<file path="src/hw/rtl/dvfs_gov_pkg.sv">
`timescale 1ns / 1ps
// ----------------------------------------------------------------------------
// DVFS governor package
// Shared types, register indexes and constants of the load-based governor.
// ----------------------------------------------------------------------------
package dvfs_gov_pkg;

	localparam int FREQ_W     = 23;
	localparam int LOAD_W     = 7;
	localparam int CNT_W      = 64;
	localparam int DELTA_W    = 32;
	localparam int NUM_W      = 39;	// 100 * 32-bit delta
	localparam int DIV_CNT_W  = $clog2(NUM_W);
	localparam int STEP_W     = 10;	// signed step count, -227..227
	localparam int PROD_W     = 23;	// signed step * 3780
	localparam int TGT_W      = 25;	// signed unclamped target
	localparam int CFG_IDX_W  = 3;
	localparam int CFG_DATA_W = 23;
	localparam int IN_DATA_W  = 200;
	localparam int OUT_DATA_W = 40;

	localparam logic [12:0] STEP_KHZ           = 13'd3780;
	localparam logic [6:0]  PERCENT_FULL       = 7'd100;
	localparam logic [6:0]  HIGH_BAND_DEC_STEP = 7'd10;

	// Configuration register indexes.
	localparam logic [CFG_IDX_W-1:0] REG_UP_LOAD_LOW_BAND   = 3'd0;
	localparam logic [CFG_IDX_W-1:0] REG_UP_LOAD            = 3'd1;
	localparam logic [CFG_IDX_W-1:0] REG_DOWN_LOAD          = 3'd2;
	localparam logic [CFG_IDX_W-1:0] REG_UP_OFFSET_LOW_BAND = 3'd3;
	localparam logic [CFG_IDX_W-1:0] REG_UP_OFFSET          = 3'd4;
	localparam logic [CFG_IDX_W-1:0] REG_DOWN_OFFSET        = 3'd5;
	localparam logic [CFG_IDX_W-1:0] REG_LOW_BAND_FREQ      = 3'd6;
	localparam logic [CFG_IDX_W-1:0] REG_HIGH_BAND_FREQ     = 3'd7;

	// Action codes of a result item.
	localparam logic [1:0] ACT_HOLD     = 2'd0;
	localparam logic [1:0] ACT_INCREASE = 2'd1;
	localparam logic [1:0] ACT_DECREASE = 2'd2;

	typedef struct packed {
		logic [LOAD_W-1:0]  up_load_low_band;
		logic [LOAD_W-1:0]  up_load;
		logic [LOAD_W-1:0]  down_load;
		logic signed [7:0]  up_offset_low_band;
		logic signed [7:0]  up_offset;
		logic [LOAD_W-1:0]  down_offset;
		logic [FREQ_W-1:0]  low_band_freq;
		logic [FREQ_W-1:0]  high_band_freq;
	} cfg_regs_t;

	typedef enum logic [7:0] {
		ST_IDLE  = 8'b0000_0001,
		ST_PREP  = 8'b0000_0010,
		ST_DIV   = 8'b0000_0100,
		ST_DEC   = 8'b0000_1000,
		ST_MUL   = 8'b0001_0000,
		ST_ADD   = 8'b0010_0000,
		ST_CLAMP = 8'b0100_0000,
		ST_OUT   = 8'b1000_0000
	} gov_state_t;

endpackage

</file>
<file path="src/hw/rtl/dvfs_gov_cfg.sv">
`timescale 1ns / 1ps
// ----------------------------------------------------------------------------
// DVFS governor configuration registers
// Holds the threshold, offset and band registers written over the cfg port.
// ----------------------------------------------------------------------------
module dvfs_gov_cfg
	import dvfs_gov_pkg::*;
(
	input  logic                  clk,
	input  logic                  arst_n,
	input  logic                  cfg_valid,
	output logic                  cfg_ready,
	input  logic [CFG_IDX_W-1:0]  cfg_index,
	input  logic [CFG_DATA_W-1:0] cfg_data,
	output cfg_regs_t             regs
);

	cfg_regs_t regs_q;

	assign cfg_ready = 1'b1;
	assign regs      = regs_q;

	always_ff @(posedge clk or negedge arst_n) begin
		if (!arst_n) begin
			regs_q.up_load_low_band   <= 7'd40;
			regs_q.up_load            <= 7'd60;
			regs_q.down_load          <= 7'd60;
			regs_q.up_offset_low_band <= 8'sd0;
			regs_q.up_offset          <= 8'sd20;
			regs_q.down_offset        <= 7'd10;
			regs_q.low_band_freq      <= 23'd1728000;
			regs_q.high_band_freq     <= 23'd2265600;
		end else if (cfg_valid) begin
			case (cfg_index)
				REG_UP_LOAD_LOW_BAND:   regs_q.up_load_low_band   <= cfg_data[6:0];
				REG_UP_LOAD:            regs_q.up_load            <= cfg_data[6:0];
				REG_DOWN_LOAD:          regs_q.down_load          <= cfg_data[6:0];
				REG_UP_OFFSET_LOW_BAND: regs_q.up_offset_low_band <= $signed(cfg_data[7:0]);
				REG_UP_OFFSET:          regs_q.up_offset          <= $signed(cfg_data[7:0]);
				REG_DOWN_OFFSET:        regs_q.down_offset        <= cfg_data[6:0];
				REG_LOW_BAND_FREQ:      regs_q.low_band_freq      <= cfg_data;
				REG_HIGH_BAND_FREQ:     regs_q.high_band_freq     <= cfg_data;
				default: ;
			endcase
		end
	end

endmodule

</file>
<file path="src/hw/rtl/dvfs_gov_div.sv">
`timescale 1ns / 1ps
// ----------------------------------------------------------------------------
// DVFS governor serial divider
// Restoring divider, one quotient bit per cycle, for the load percentage.
// ----------------------------------------------------------------------------
module dvfs_gov_div
	import dvfs_gov_pkg::*;
(
	input  logic               clk,
	input  logic               arst_n,
	input  logic               start,
	input  logic [NUM_W-1:0]   num,
	input  logic [DELTA_W-1:0] den,
	output logic               done,
	output logic [LOAD_W-1:0]  quot
);

	logic                 busy_q;
	logic                 done_q;
	logic [DIV_CNT_W-1:0] cnt_q;
	logic [NUM_W-1:0]     num_q;
	logic [DELTA_W-1:0]   den_q;
	logic [DELTA_W-1:0]   rem_q;
	logic [LOAD_W-1:0]    quot_q;

	logic [DELTA_W:0]     rem_sh;
	logic                 fits;

	// The caller guarantees a quotient of at most 100, so only the low
	// quotient bits are kept.
	assign rem_sh = {rem_q, num_q[NUM_W-1]};
	assign fits   = rem_sh >= {1'b0, den_q};

	always_ff @(posedge clk or negedge arst_n) begin
		if (!arst_n) begin
			busy_q <= 1'b0;
			done_q <= 1'b0;
			cnt_q  <= '0;
		end else begin
			done_q <= 1'b0;
			if (start) begin
				busy_q <= 1'b1;
				cnt_q  <= DIV_CNT_W'(NUM_W - 1);
			end else if (busy_q) begin
				cnt_q <= cnt_q - 1'b1;
				if (cnt_q == '0) begin
					busy_q <= 1'b0;
					done_q <= 1'b1;
				end
			end
		end
	end

	always_ff @(posedge clk) begin
		if (start) begin
			num_q  <= num;
			den_q  <= den;
			rem_q  <= '0;
			quot_q <= '0;
		end else if (busy_q) begin
			num_q  <= {num_q[NUM_W-2:0], 1'b0};
			rem_q  <= fits ? DELTA_W'(rem_sh - {1'b0, den_q}) : rem_sh[DELTA_W-1:0];
			quot_q <= {quot_q[LOAD_W-2:0], fits};
		end
	end

	assign done = done_q;
	assign quot = quot_q;

	assert property (@(posedge clk) disable iff (!arst_n) start |=> busy_q && !done_q)
		else $error("divider did not start");
	assert property (@(posedge clk) disable iff (!arst_n) start |-> !busy_q)
		else $error("divider restarted while busy");
	assert property (@(posedge clk) disable iff (!arst_n) done_q |-> !busy_q)
		else $error("divider done while busy");

endmodule

</file>
<file path="src/hw/rtl/load_based_dvfs_governor.sv">
`timescale 1ns / 1ps
// ----------------------------------------------------------------------------
// Load-based DVFS governor
// One frequency decision per sample of cumulative wall and idle counters.
// ----------------------------------------------------------------------------
// A sample is taken only while the block is idle. Its result item then passes
// through the delta check, the serial divider that forms the load percentage,
// one quotient bit per cycle, and the decision; when the frequency steps, the
// step multiply, add and clamp follow before the output state. A sample with
// a zero or inconsistent delta goes from the delta check straight to the
// output state. The counters of every sample, valid or not, become the new
// previous counters. The next sample is taken once the result has moved into
// the output register, even while that result still waits for m_tready.
module load_based_dvfs_governor
	import dvfs_gov_pkg::*;
(
	input  logic                  clk,
	input  logic                  arst_n,
	input  logic                  s_tvalid,
	output logic                  s_tready,
	// wall_now[63:0], idle_now[127:64], cur_freq[150:128], min_freq[173:151],
	// max_freq[196:174], zero fill [199:197]
	input  logic [IN_DATA_W-1:0]  s_tdata,
	output logic                  m_tvalid,
	input  logic                  m_tready,
	// sample_ok[0], load_percent[7:1], action[9:8], target_freq[32:10],
	// zero fill [39:33]
	output logic [OUT_DATA_W-1:0] m_tdata,
	input  logic                  cfg_valid,
	output logic                  cfg_ready,
	input  logic [CFG_IDX_W-1:0]  cfg_index,
	input  logic [CFG_DATA_W-1:0] cfg_data
);

	cfg_regs_t  regs;
	gov_state_t state_q;

	logic [CNT_W-1:0]   prev_wall_q;
	logic [CNT_W-1:0]   prev_idle_q;
	logic [DELTA_W-1:0] wall_q;
	logic [DELTA_W-1:0] idle_q;
	logic [FREQ_W-1:0]  cur_q;
	logic [FREQ_W-1:0]  min_q;
	logic [FREQ_W-1:0]  max_q;
	logic [LOAD_W-1:0]  load_q;
	logic [1:0]         act_q;
	logic signed [STEP_W-1:0] step_q;
	logic signed [PROD_W-1:0] prod_q;
	logic signed [TGT_W-1:0]  tgt_q;
	logic [FREQ_W-1:0]  res_freq_q;
	logic               res_ok_q;

	logic               out_valid_q;
	logic               out_ok_q;
	logic [LOAD_W-1:0]  out_load_q;
	logic [1:0]         out_act_q;
	logic [FREQ_W-1:0]  out_freq_q;

	logic               in_acc;
	logic               out_free;
	logic [DELTA_W-1:0] busy_d;
	logic [NUM_W-1:0]   num_d;
	logic               bad_d;
	logic               div_done;
	logic [LOAD_W-1:0]  div_quot;

	logic               low_band;
	logic               high_band;
	logic [LOAD_W-1:0]  inc_th;
	logic signed [7:0]  up_off;
	logic [LOAD_W-1:0]  dec_add;
	logic               go_up;
	logic               go_down;
	logic signed [STEP_W-1:0] up_s;
	logic signed [STEP_W-1:0] down_s;
	logic signed [PROD_W-1:0] prod_d;
	logic signed [TGT_W-1:0]  tgt_max;
	logic signed [TGT_W-1:0]  tgt_lim;

	dvfs_gov_cfg u_cfg (
		.clk       (clk),
		.arst_n    (arst_n),
		.cfg_valid (cfg_valid),
		.cfg_ready (cfg_ready),
		.cfg_index (cfg_index),
		.cfg_data  (cfg_data),
		.regs      (regs)
	);

	dvfs_gov_div u_div (
		.clk    (clk),
		.arst_n (arst_n),
		.start  (state_q == ST_PREP && !bad_d),
		.num    (num_d),
		.den    (wall_q),
		.done   (div_done),
		.quot   (div_quot)
	);

	assign s_tready = (state_q == ST_IDLE);
	assign in_acc   = s_tvalid && s_tready;
	assign out_free = !out_valid_q || m_tready;

	// Delta check and 100 * busy time, built from shifts.
	assign bad_d  = (wall_q == '0) || (wall_q < idle_q);
	assign busy_d = wall_q - idle_q;
	assign num_d  = ({7'd0, busy_d} << 6) + ({7'd0, busy_d} << 5) + ({7'd0, busy_d} << 2);

	// Band selection and step counts.
	assign low_band  = cur_q < regs.low_band_freq;
	assign high_band = !low_band && (cur_q > regs.high_band_freq);
	assign inc_th    = low_band ? regs.up_load_low_band : regs.up_load;
	assign up_off    = low_band ? regs.up_offset_low_band : regs.up_offset;
	assign dec_add   = high_band ? HIGH_BAND_DEC_STEP : regs.down_offset;
	assign go_up     = (load_q >= inc_th) && (cur_q < max_q);
	assign go_down   = (load_q < regs.down_load) && (cur_q > min_q);
	assign up_s      = $signed({3'b000, load_q}) + STEP_W'(up_off);
	assign down_s    = $signed({3'b000, PERCENT_FULL}) - $signed({3'b000, load_q})
	                 + $signed({3'b000, dec_add});

	assign prod_d = $signed({{(PROD_W-STEP_W){step_q[STEP_W-1]}}, step_q})
	              * $signed({{(PROD_W-13){1'b0}}, STEP_KHZ});

	// Limit to the maximum first, then raise to the minimum.
	assign tgt_max = (tgt_q > $signed({2'b00, max_q})) ? $signed({2'b00, max_q}) : tgt_q;
	assign tgt_lim = (tgt_max < $signed({2'b00, min_q})) ? $signed({2'b00, min_q}) : tgt_max;

	always_ff @(posedge clk or negedge arst_n) begin
		if (!arst_n) begin
			state_q     <= ST_IDLE;
			prev_wall_q <= '0;
			prev_idle_q <= '0;
			out_valid_q <= 1'b0;
		end else begin
			if (state_q == ST_OUT && out_free)
				out_valid_q <= 1'b1;
			else if (m_tready)
				out_valid_q <= 1'b0;
			case (state_q)
				ST_IDLE: begin
					if (in_acc) begin
						prev_wall_q <= s_tdata[63:0];
						prev_idle_q <= s_tdata[127:64];
						state_q     <= ST_PREP;
					end
				end
				ST_PREP:  state_q <= bad_d ? ST_OUT : ST_DIV;
				ST_DIV:   if (div_done) state_q <= ST_DEC;
				ST_DEC:   state_q <= (go_up || go_down) ? ST_MUL : ST_OUT;
				ST_MUL:   state_q <= ST_ADD;
				ST_ADD:   state_q <= ST_CLAMP;
				ST_CLAMP: state_q <= ST_OUT;
				ST_OUT: begin
					if (out_free)
						state_q <= ST_IDLE;
				end
				default: state_q <= ST_IDLE;
			endcase
		end
	end

	always_ff @(posedge clk) begin
		case (state_q)
			ST_IDLE: begin
				wall_q <= s_tdata[31:0] - prev_wall_q[DELTA_W-1:0];
				idle_q <= s_tdata[95:64] - prev_idle_q[DELTA_W-1:0];
				cur_q  <= s_tdata[150:128];
				min_q  <= s_tdata[173:151];
				max_q  <= s_tdata[196:174];
			end
			ST_PREP: begin
				res_ok_q   <= !bad_d;
				load_q     <= '0;
				act_q      <= ACT_HOLD;
				res_freq_q <= cur_q;
			end
			ST_DIV: begin
				if (div_done)
					load_q <= div_quot;
			end
			ST_DEC: begin
				if (go_up) begin
					act_q  <= ACT_INCREASE;
					step_q <= (up_s == '0) ? STEP_W'(1) : up_s;
				end else if (go_down) begin
					act_q  <= ACT_DECREASE;
					step_q <= (down_s == '0) ? -STEP_W'(1) : -down_s;
				end
			end
			ST_MUL:   prod_q <= prod_d;
			ST_ADD:   tgt_q <= $signed({2'b00, cur_q}) + TGT_W'(prod_q);
			ST_CLAMP: res_freq_q <= tgt_lim[FREQ_W-1:0];
			ST_OUT: begin
				if (out_free) begin
					out_ok_q   <= res_ok_q;
					out_load_q <= load_q;
					out_act_q  <= act_q;
					out_freq_q <= res_freq_q;
				end
			end
			default: ;
		endcase
	end

	assign m_tvalid = out_valid_q;
	assign m_tdata  = {7'd0, out_freq_q, out_act_q, out_load_q, out_ok_q};

	assert property (@(posedge clk) disable iff (!arst_n) in_acc |=> state_q == ST_PREP)
		else $error("accepted item did not enter the delta check");
	assert property (@(posedge clk) disable iff (!arst_n) div_done |-> state_q == ST_DIV)
		else $error("divider finished outside the divide step");
	assert property (@(posedge clk) disable iff (!arst_n)
		m_tvalid && !out_ok_q |-> out_load_q == '0 && out_act_q == ACT_HOLD)
		else $error("invalid sample carries a decision");
	assert property (@(posedge clk) disable iff (!arst_n)
		m_tvalid |-> out_load_q <= PERCENT_FULL)
		else $error("load percentage above full scale");
	assert property (@(posedge clk) disable iff (!arst_n)
		m_tvalid && !m_tready |=> m_tvalid && $stable(m_tdata))
		else $error("waiting result item changed");

endmodule

</file>
<file path="config.mk">
export PLATFORM = sky130hd
export DESIGN_NAME = load_based_dvfs_governor
export DESIGN_NICKNAME = d
export VERILOG_FILES = /design/src/hw/rtl/dvfs_gov_pkg.sv /design/src/hw/rtl/dvfs_gov_cfg.sv /design/src/hw/rtl/dvfs_gov_div.sv /design/src/hw/rtl/load_based_dvfs_governor.sv
export SDC_FILE = /design/constraint.sdc
export NUM_CORES = 1
export LEC_CHECK = 0
export ABC_CLOCK_PERIOD_IN_PS = 13300
export BUFFER_PORTS_ARGS = -buffer_cell sky130_fd_sc_hd__buf_2
export CORE_MARGIN = 2
export CORE_UTILIZATION = 51
export DETAILED_ROUTE_END_ITERATION = 8
export MAX_ROUTING_LAYER = met4
export PLACE_DENSITY = 0.77
export SYNTH_ARGS = -nofsm -noshare
export SYNTH_HDL_FRONTEND = slang
export SYNTH_SLANG_ARGS = --single-unit
</file>
<file path="constraint.sdc">
create_clock -name clk -period 13.3 [get_ports clk]
set_clock_uncertainty 0.2 [all_clocks]
set_input_delay 1.33 -clock clk [delete_from_list [all_inputs] [get_ports clk]]
set_output_delay 1.33 -clock clk [all_outputs]
set_load 0.05 [all_outputs]
</file>
==> impl_metrics.toml <==
[setup_path]
crit_type = "reg -> reg"
end_kind = "flop"
critPathMaxFanout = 21
crit_required_ps = 13420
reg2reg_from = "cur_q[8]"
critPathLaunchType = "flop"
crit_start = "cur_q[8]"
r2r_cells = 22
crit_arrival_ps = 6990

[clock_tree]
clkSinkCount = 534
root_buffer = "clkbuf_16"
cts_tree = "yes"
cts_buffer_depth = 3
post_cts_resized = 0
clk-insertion-delay-late_ps = 640
cts_inserted_buffers = 57
cts_max_level = 2
clkTransAtPathRegs_ps = 70
ctsHoldBuffers = 0
cts_setup_buffers = 0

[synth]
yosysSeqAreaShare_pct = 41.6
synthCells = 3381
synth.area.top_cells = "edfxtp_1, ha_1, dfrtp_1"
yosys.cell_types.count = 91
yosys_warnings = 0
synth_area_leader_cell = "edfxtp_1"
synthArstFlopShare_pct = 32.0
synth-simple-area-share_pct = 9.89
synthesis.area_um2 = 35600
synth_seq_cells = 534
synthAdderAreaFrac_pct = 18.0
synth_xor_area_share_pct = 4.52
synth_top_family_by_area = "adder cells"
synth_edf_count = 324
synth_top_area_share_pct = 27.3
synth_flop_cell = "edfxtp_1"
syn_avg_cell_area_um2 = 10.5
muxShareOfSynthArea_pct = 5.20
synth_compound_area_share_pct = 15.6

[floorplanning]
row_count = 96
die-width_um = 268
die_h_um = 268
ios = 274
initial_utilization_pct = 51.8
core_um2 = 68800
dieArea_um2 = 72000

[routing]
route.detailed.drc = 0
vias = 25800
drt-initial-drc-count = 1822
wirelength_um = 80900
viasPerCell = 5.64
ant_nets = 0
wire_per_inst_um = 17.7
drt_first_pass_iters = 6

[hold_path]
min_path_cells = 0
hold_start = "res_freq_q[14]"
hold_class = "reg -> reg"

[layout]
utilization_pct = 57.7
syn_to_final_growth_pct = 11.4
drive_gt1_share_pct = 14.7
nFillCells = 5738
layout.nets = 4290

[grt]
grt_pass1_vias = 25000
grt_max_degree = 81
grt_antenna_before_repair = 7
grt_pass1_wl_um = 130000
gr-usage-all-layers_pct = 23.1
grt.overflow.total = 0

[sta]
period_needed_ps = 6870
hold_viol_final = 0
rsz0062_at_grt = "false"
fmax_mhz = 146
finalCritPeriodShare_pct = 51.7
setup_viol = 0
final_max_slew_viol_count = 0
worst_pin_slew_ps = 1150
maxSlewHeadroom_pct = 23.4
fin_setup_tns_ps = 0

[placement]
gp_congestion = 0.910
io_buffer_count = 198
dp_hpwl_um = 60600

[run]
maxCapViolations = 0

[run_status]
status = "finished clean"
-- through the flow --
stage / hold WS, ps / area, um2 / cells / setup slack (ps)
floorplan: 200 / 35700 / 3387 / 7320
global placement: 201 / 37600 / 4457 / 6630
detailed placement: 205 / 37600 / 4457 / 6590
CTS: 215 / 39700 / 4564 / 6490
global route: 217 / 39700 / 4571 / 6120
finish: 217 / 39700 / 4571 / 6430
-- critical path, stage by stage (launching register included) --
cell      delay [ps]
edfxtp_1         610
ha_1             380
a21o_1           160
a21o_1           160
a21o_1           180
a21o_1           180
a21oi_1          130
o21ai_0          150
a21o_1           200
a21o_1           160
buf_4            220
mux2_2           310
ha_1             270
nand2b_1         100
a21o_1           120
a21o_1           110
a21o_1           110
a21oi_1           60
o21ai_0          720
o211ai_1         210
or3_1            650
a21oi_1          840
or2_2            270
-- layer usage --
layer / GRT usage, % / up-vias / part of all wire [%]
li1: - / 12600 / -
met5: - / - / 0
met1: 32.1 / 12400 / 47
met3: 3.42 / 128 / 6.4
met4: 5.98 / 0 / 2.3
met2: 35.5 / 611 / 44
-- final timing paths --
| path | slack (ps) | end |
|---|---|---|
| hold / removal | 220 | out_freq_q[14] |
| hold reg to reg | 220 | out_freq_q[14] |
| min in group asynchronous | 430 | prev_idle_q[2] |
| setup / recovery | 6430 | act_q[0] |
| setup reg to reg | 6430 | act_q[0] |
| max in group asynchronous | 10430 | u_cfg.regs[39] |
-- placed cells by master, fill, tap and decap left out, types with 60 or more instances in the layout --
master | synthesis | layout
xnor2_1 | 124 | 124
nor2_1 | 183 | 183
dfrtp_1 | 143 | 142
a21oi_1 | 214 | 214
buf_2 | 10 | 197
o21ai_0 | 177 | 177
nand2_1 | 137 | 137
xor2_1 | 60 | 60
inv_1 | 389 | 389
a21o_1 | 152 | 152
fa_1 | 62 | 62
mux2_2 | 145 | 145
edfxtp_1 | 324 | 324
nand3_1 | 85 | 85
ha_1 | 412 | 412
-- kinds of logic (layout without fill, tap and decap cells) --
logic type                 after synthesis  after routing
AOI/OAI and AO/OA                      848            848
other                                    2             15
muxes                                  167            167
DFF                                    534            534
adders and majority gates              474            474
and+or+nand+nor                        701            701
buffers and inverters                  471            717
xor gates and xnor gates               184            184
-- flip-flops by register name (all words and copies together) (netlist names), 6 cells and up --
| name | count |
|---|---|
| prev_wall_q | 32 |
| load_q | 7 |
| u_div.rem_q | 32 |
| cur_q | 23 |
| step_q | 10 |
| u_div.quot | 7 |
| state_q | 8 |
| res_freq_q | 23 |
| min_q | 23 |
| prod_q | 21 |
| idle_q | 32 |
| u_cfg.regs | 90 |
| max_q | 23 |
| wall_q | 32 |
| prev_idle_q | 32 |
| tgt_q | 25 |
| out_freq_q | 23 |
| u_div.num_q | 37 |
| u_div.den_q | 32 |
| out_load_q | 7 |
| u_div.cnt_q | 6 |
-- Yosys cell counts, types with 85 or more instances --
cell type    n
dfrtp_1    143
a21o_1     152
mux2_2     145
nand2_1    137
o21ai_0    177
ha_1       412
xnor2_1    124
inv_1      389
nor2_1     183
a21oi_1    214
edfxtp_1   324
nand3_1     85
-- final cells by class --
| type | count | area, um2 | share of cell area, % |
|---|---|---|---|
| multi-input combinational | 2382 | 19000 | 47.9 |
| antenna | 7 | 17.5 | 0.0441 |
| inverter | 389 | 1460 | 3.68 |
| clock buffer | 69 | 1570 | 3.97 |
| sequential | 534 | 14800 | 37.3 |
| tap | 931 | 1160 | 2.93 |
| clock inverter | 38 | 460 | 1.16 |
| timing repair buffer | 221 | 1170 | 2.95 |
Power is not shown: default switching activity piles up to over one toggle a cycle in this logic, so the estimate is an artifact.
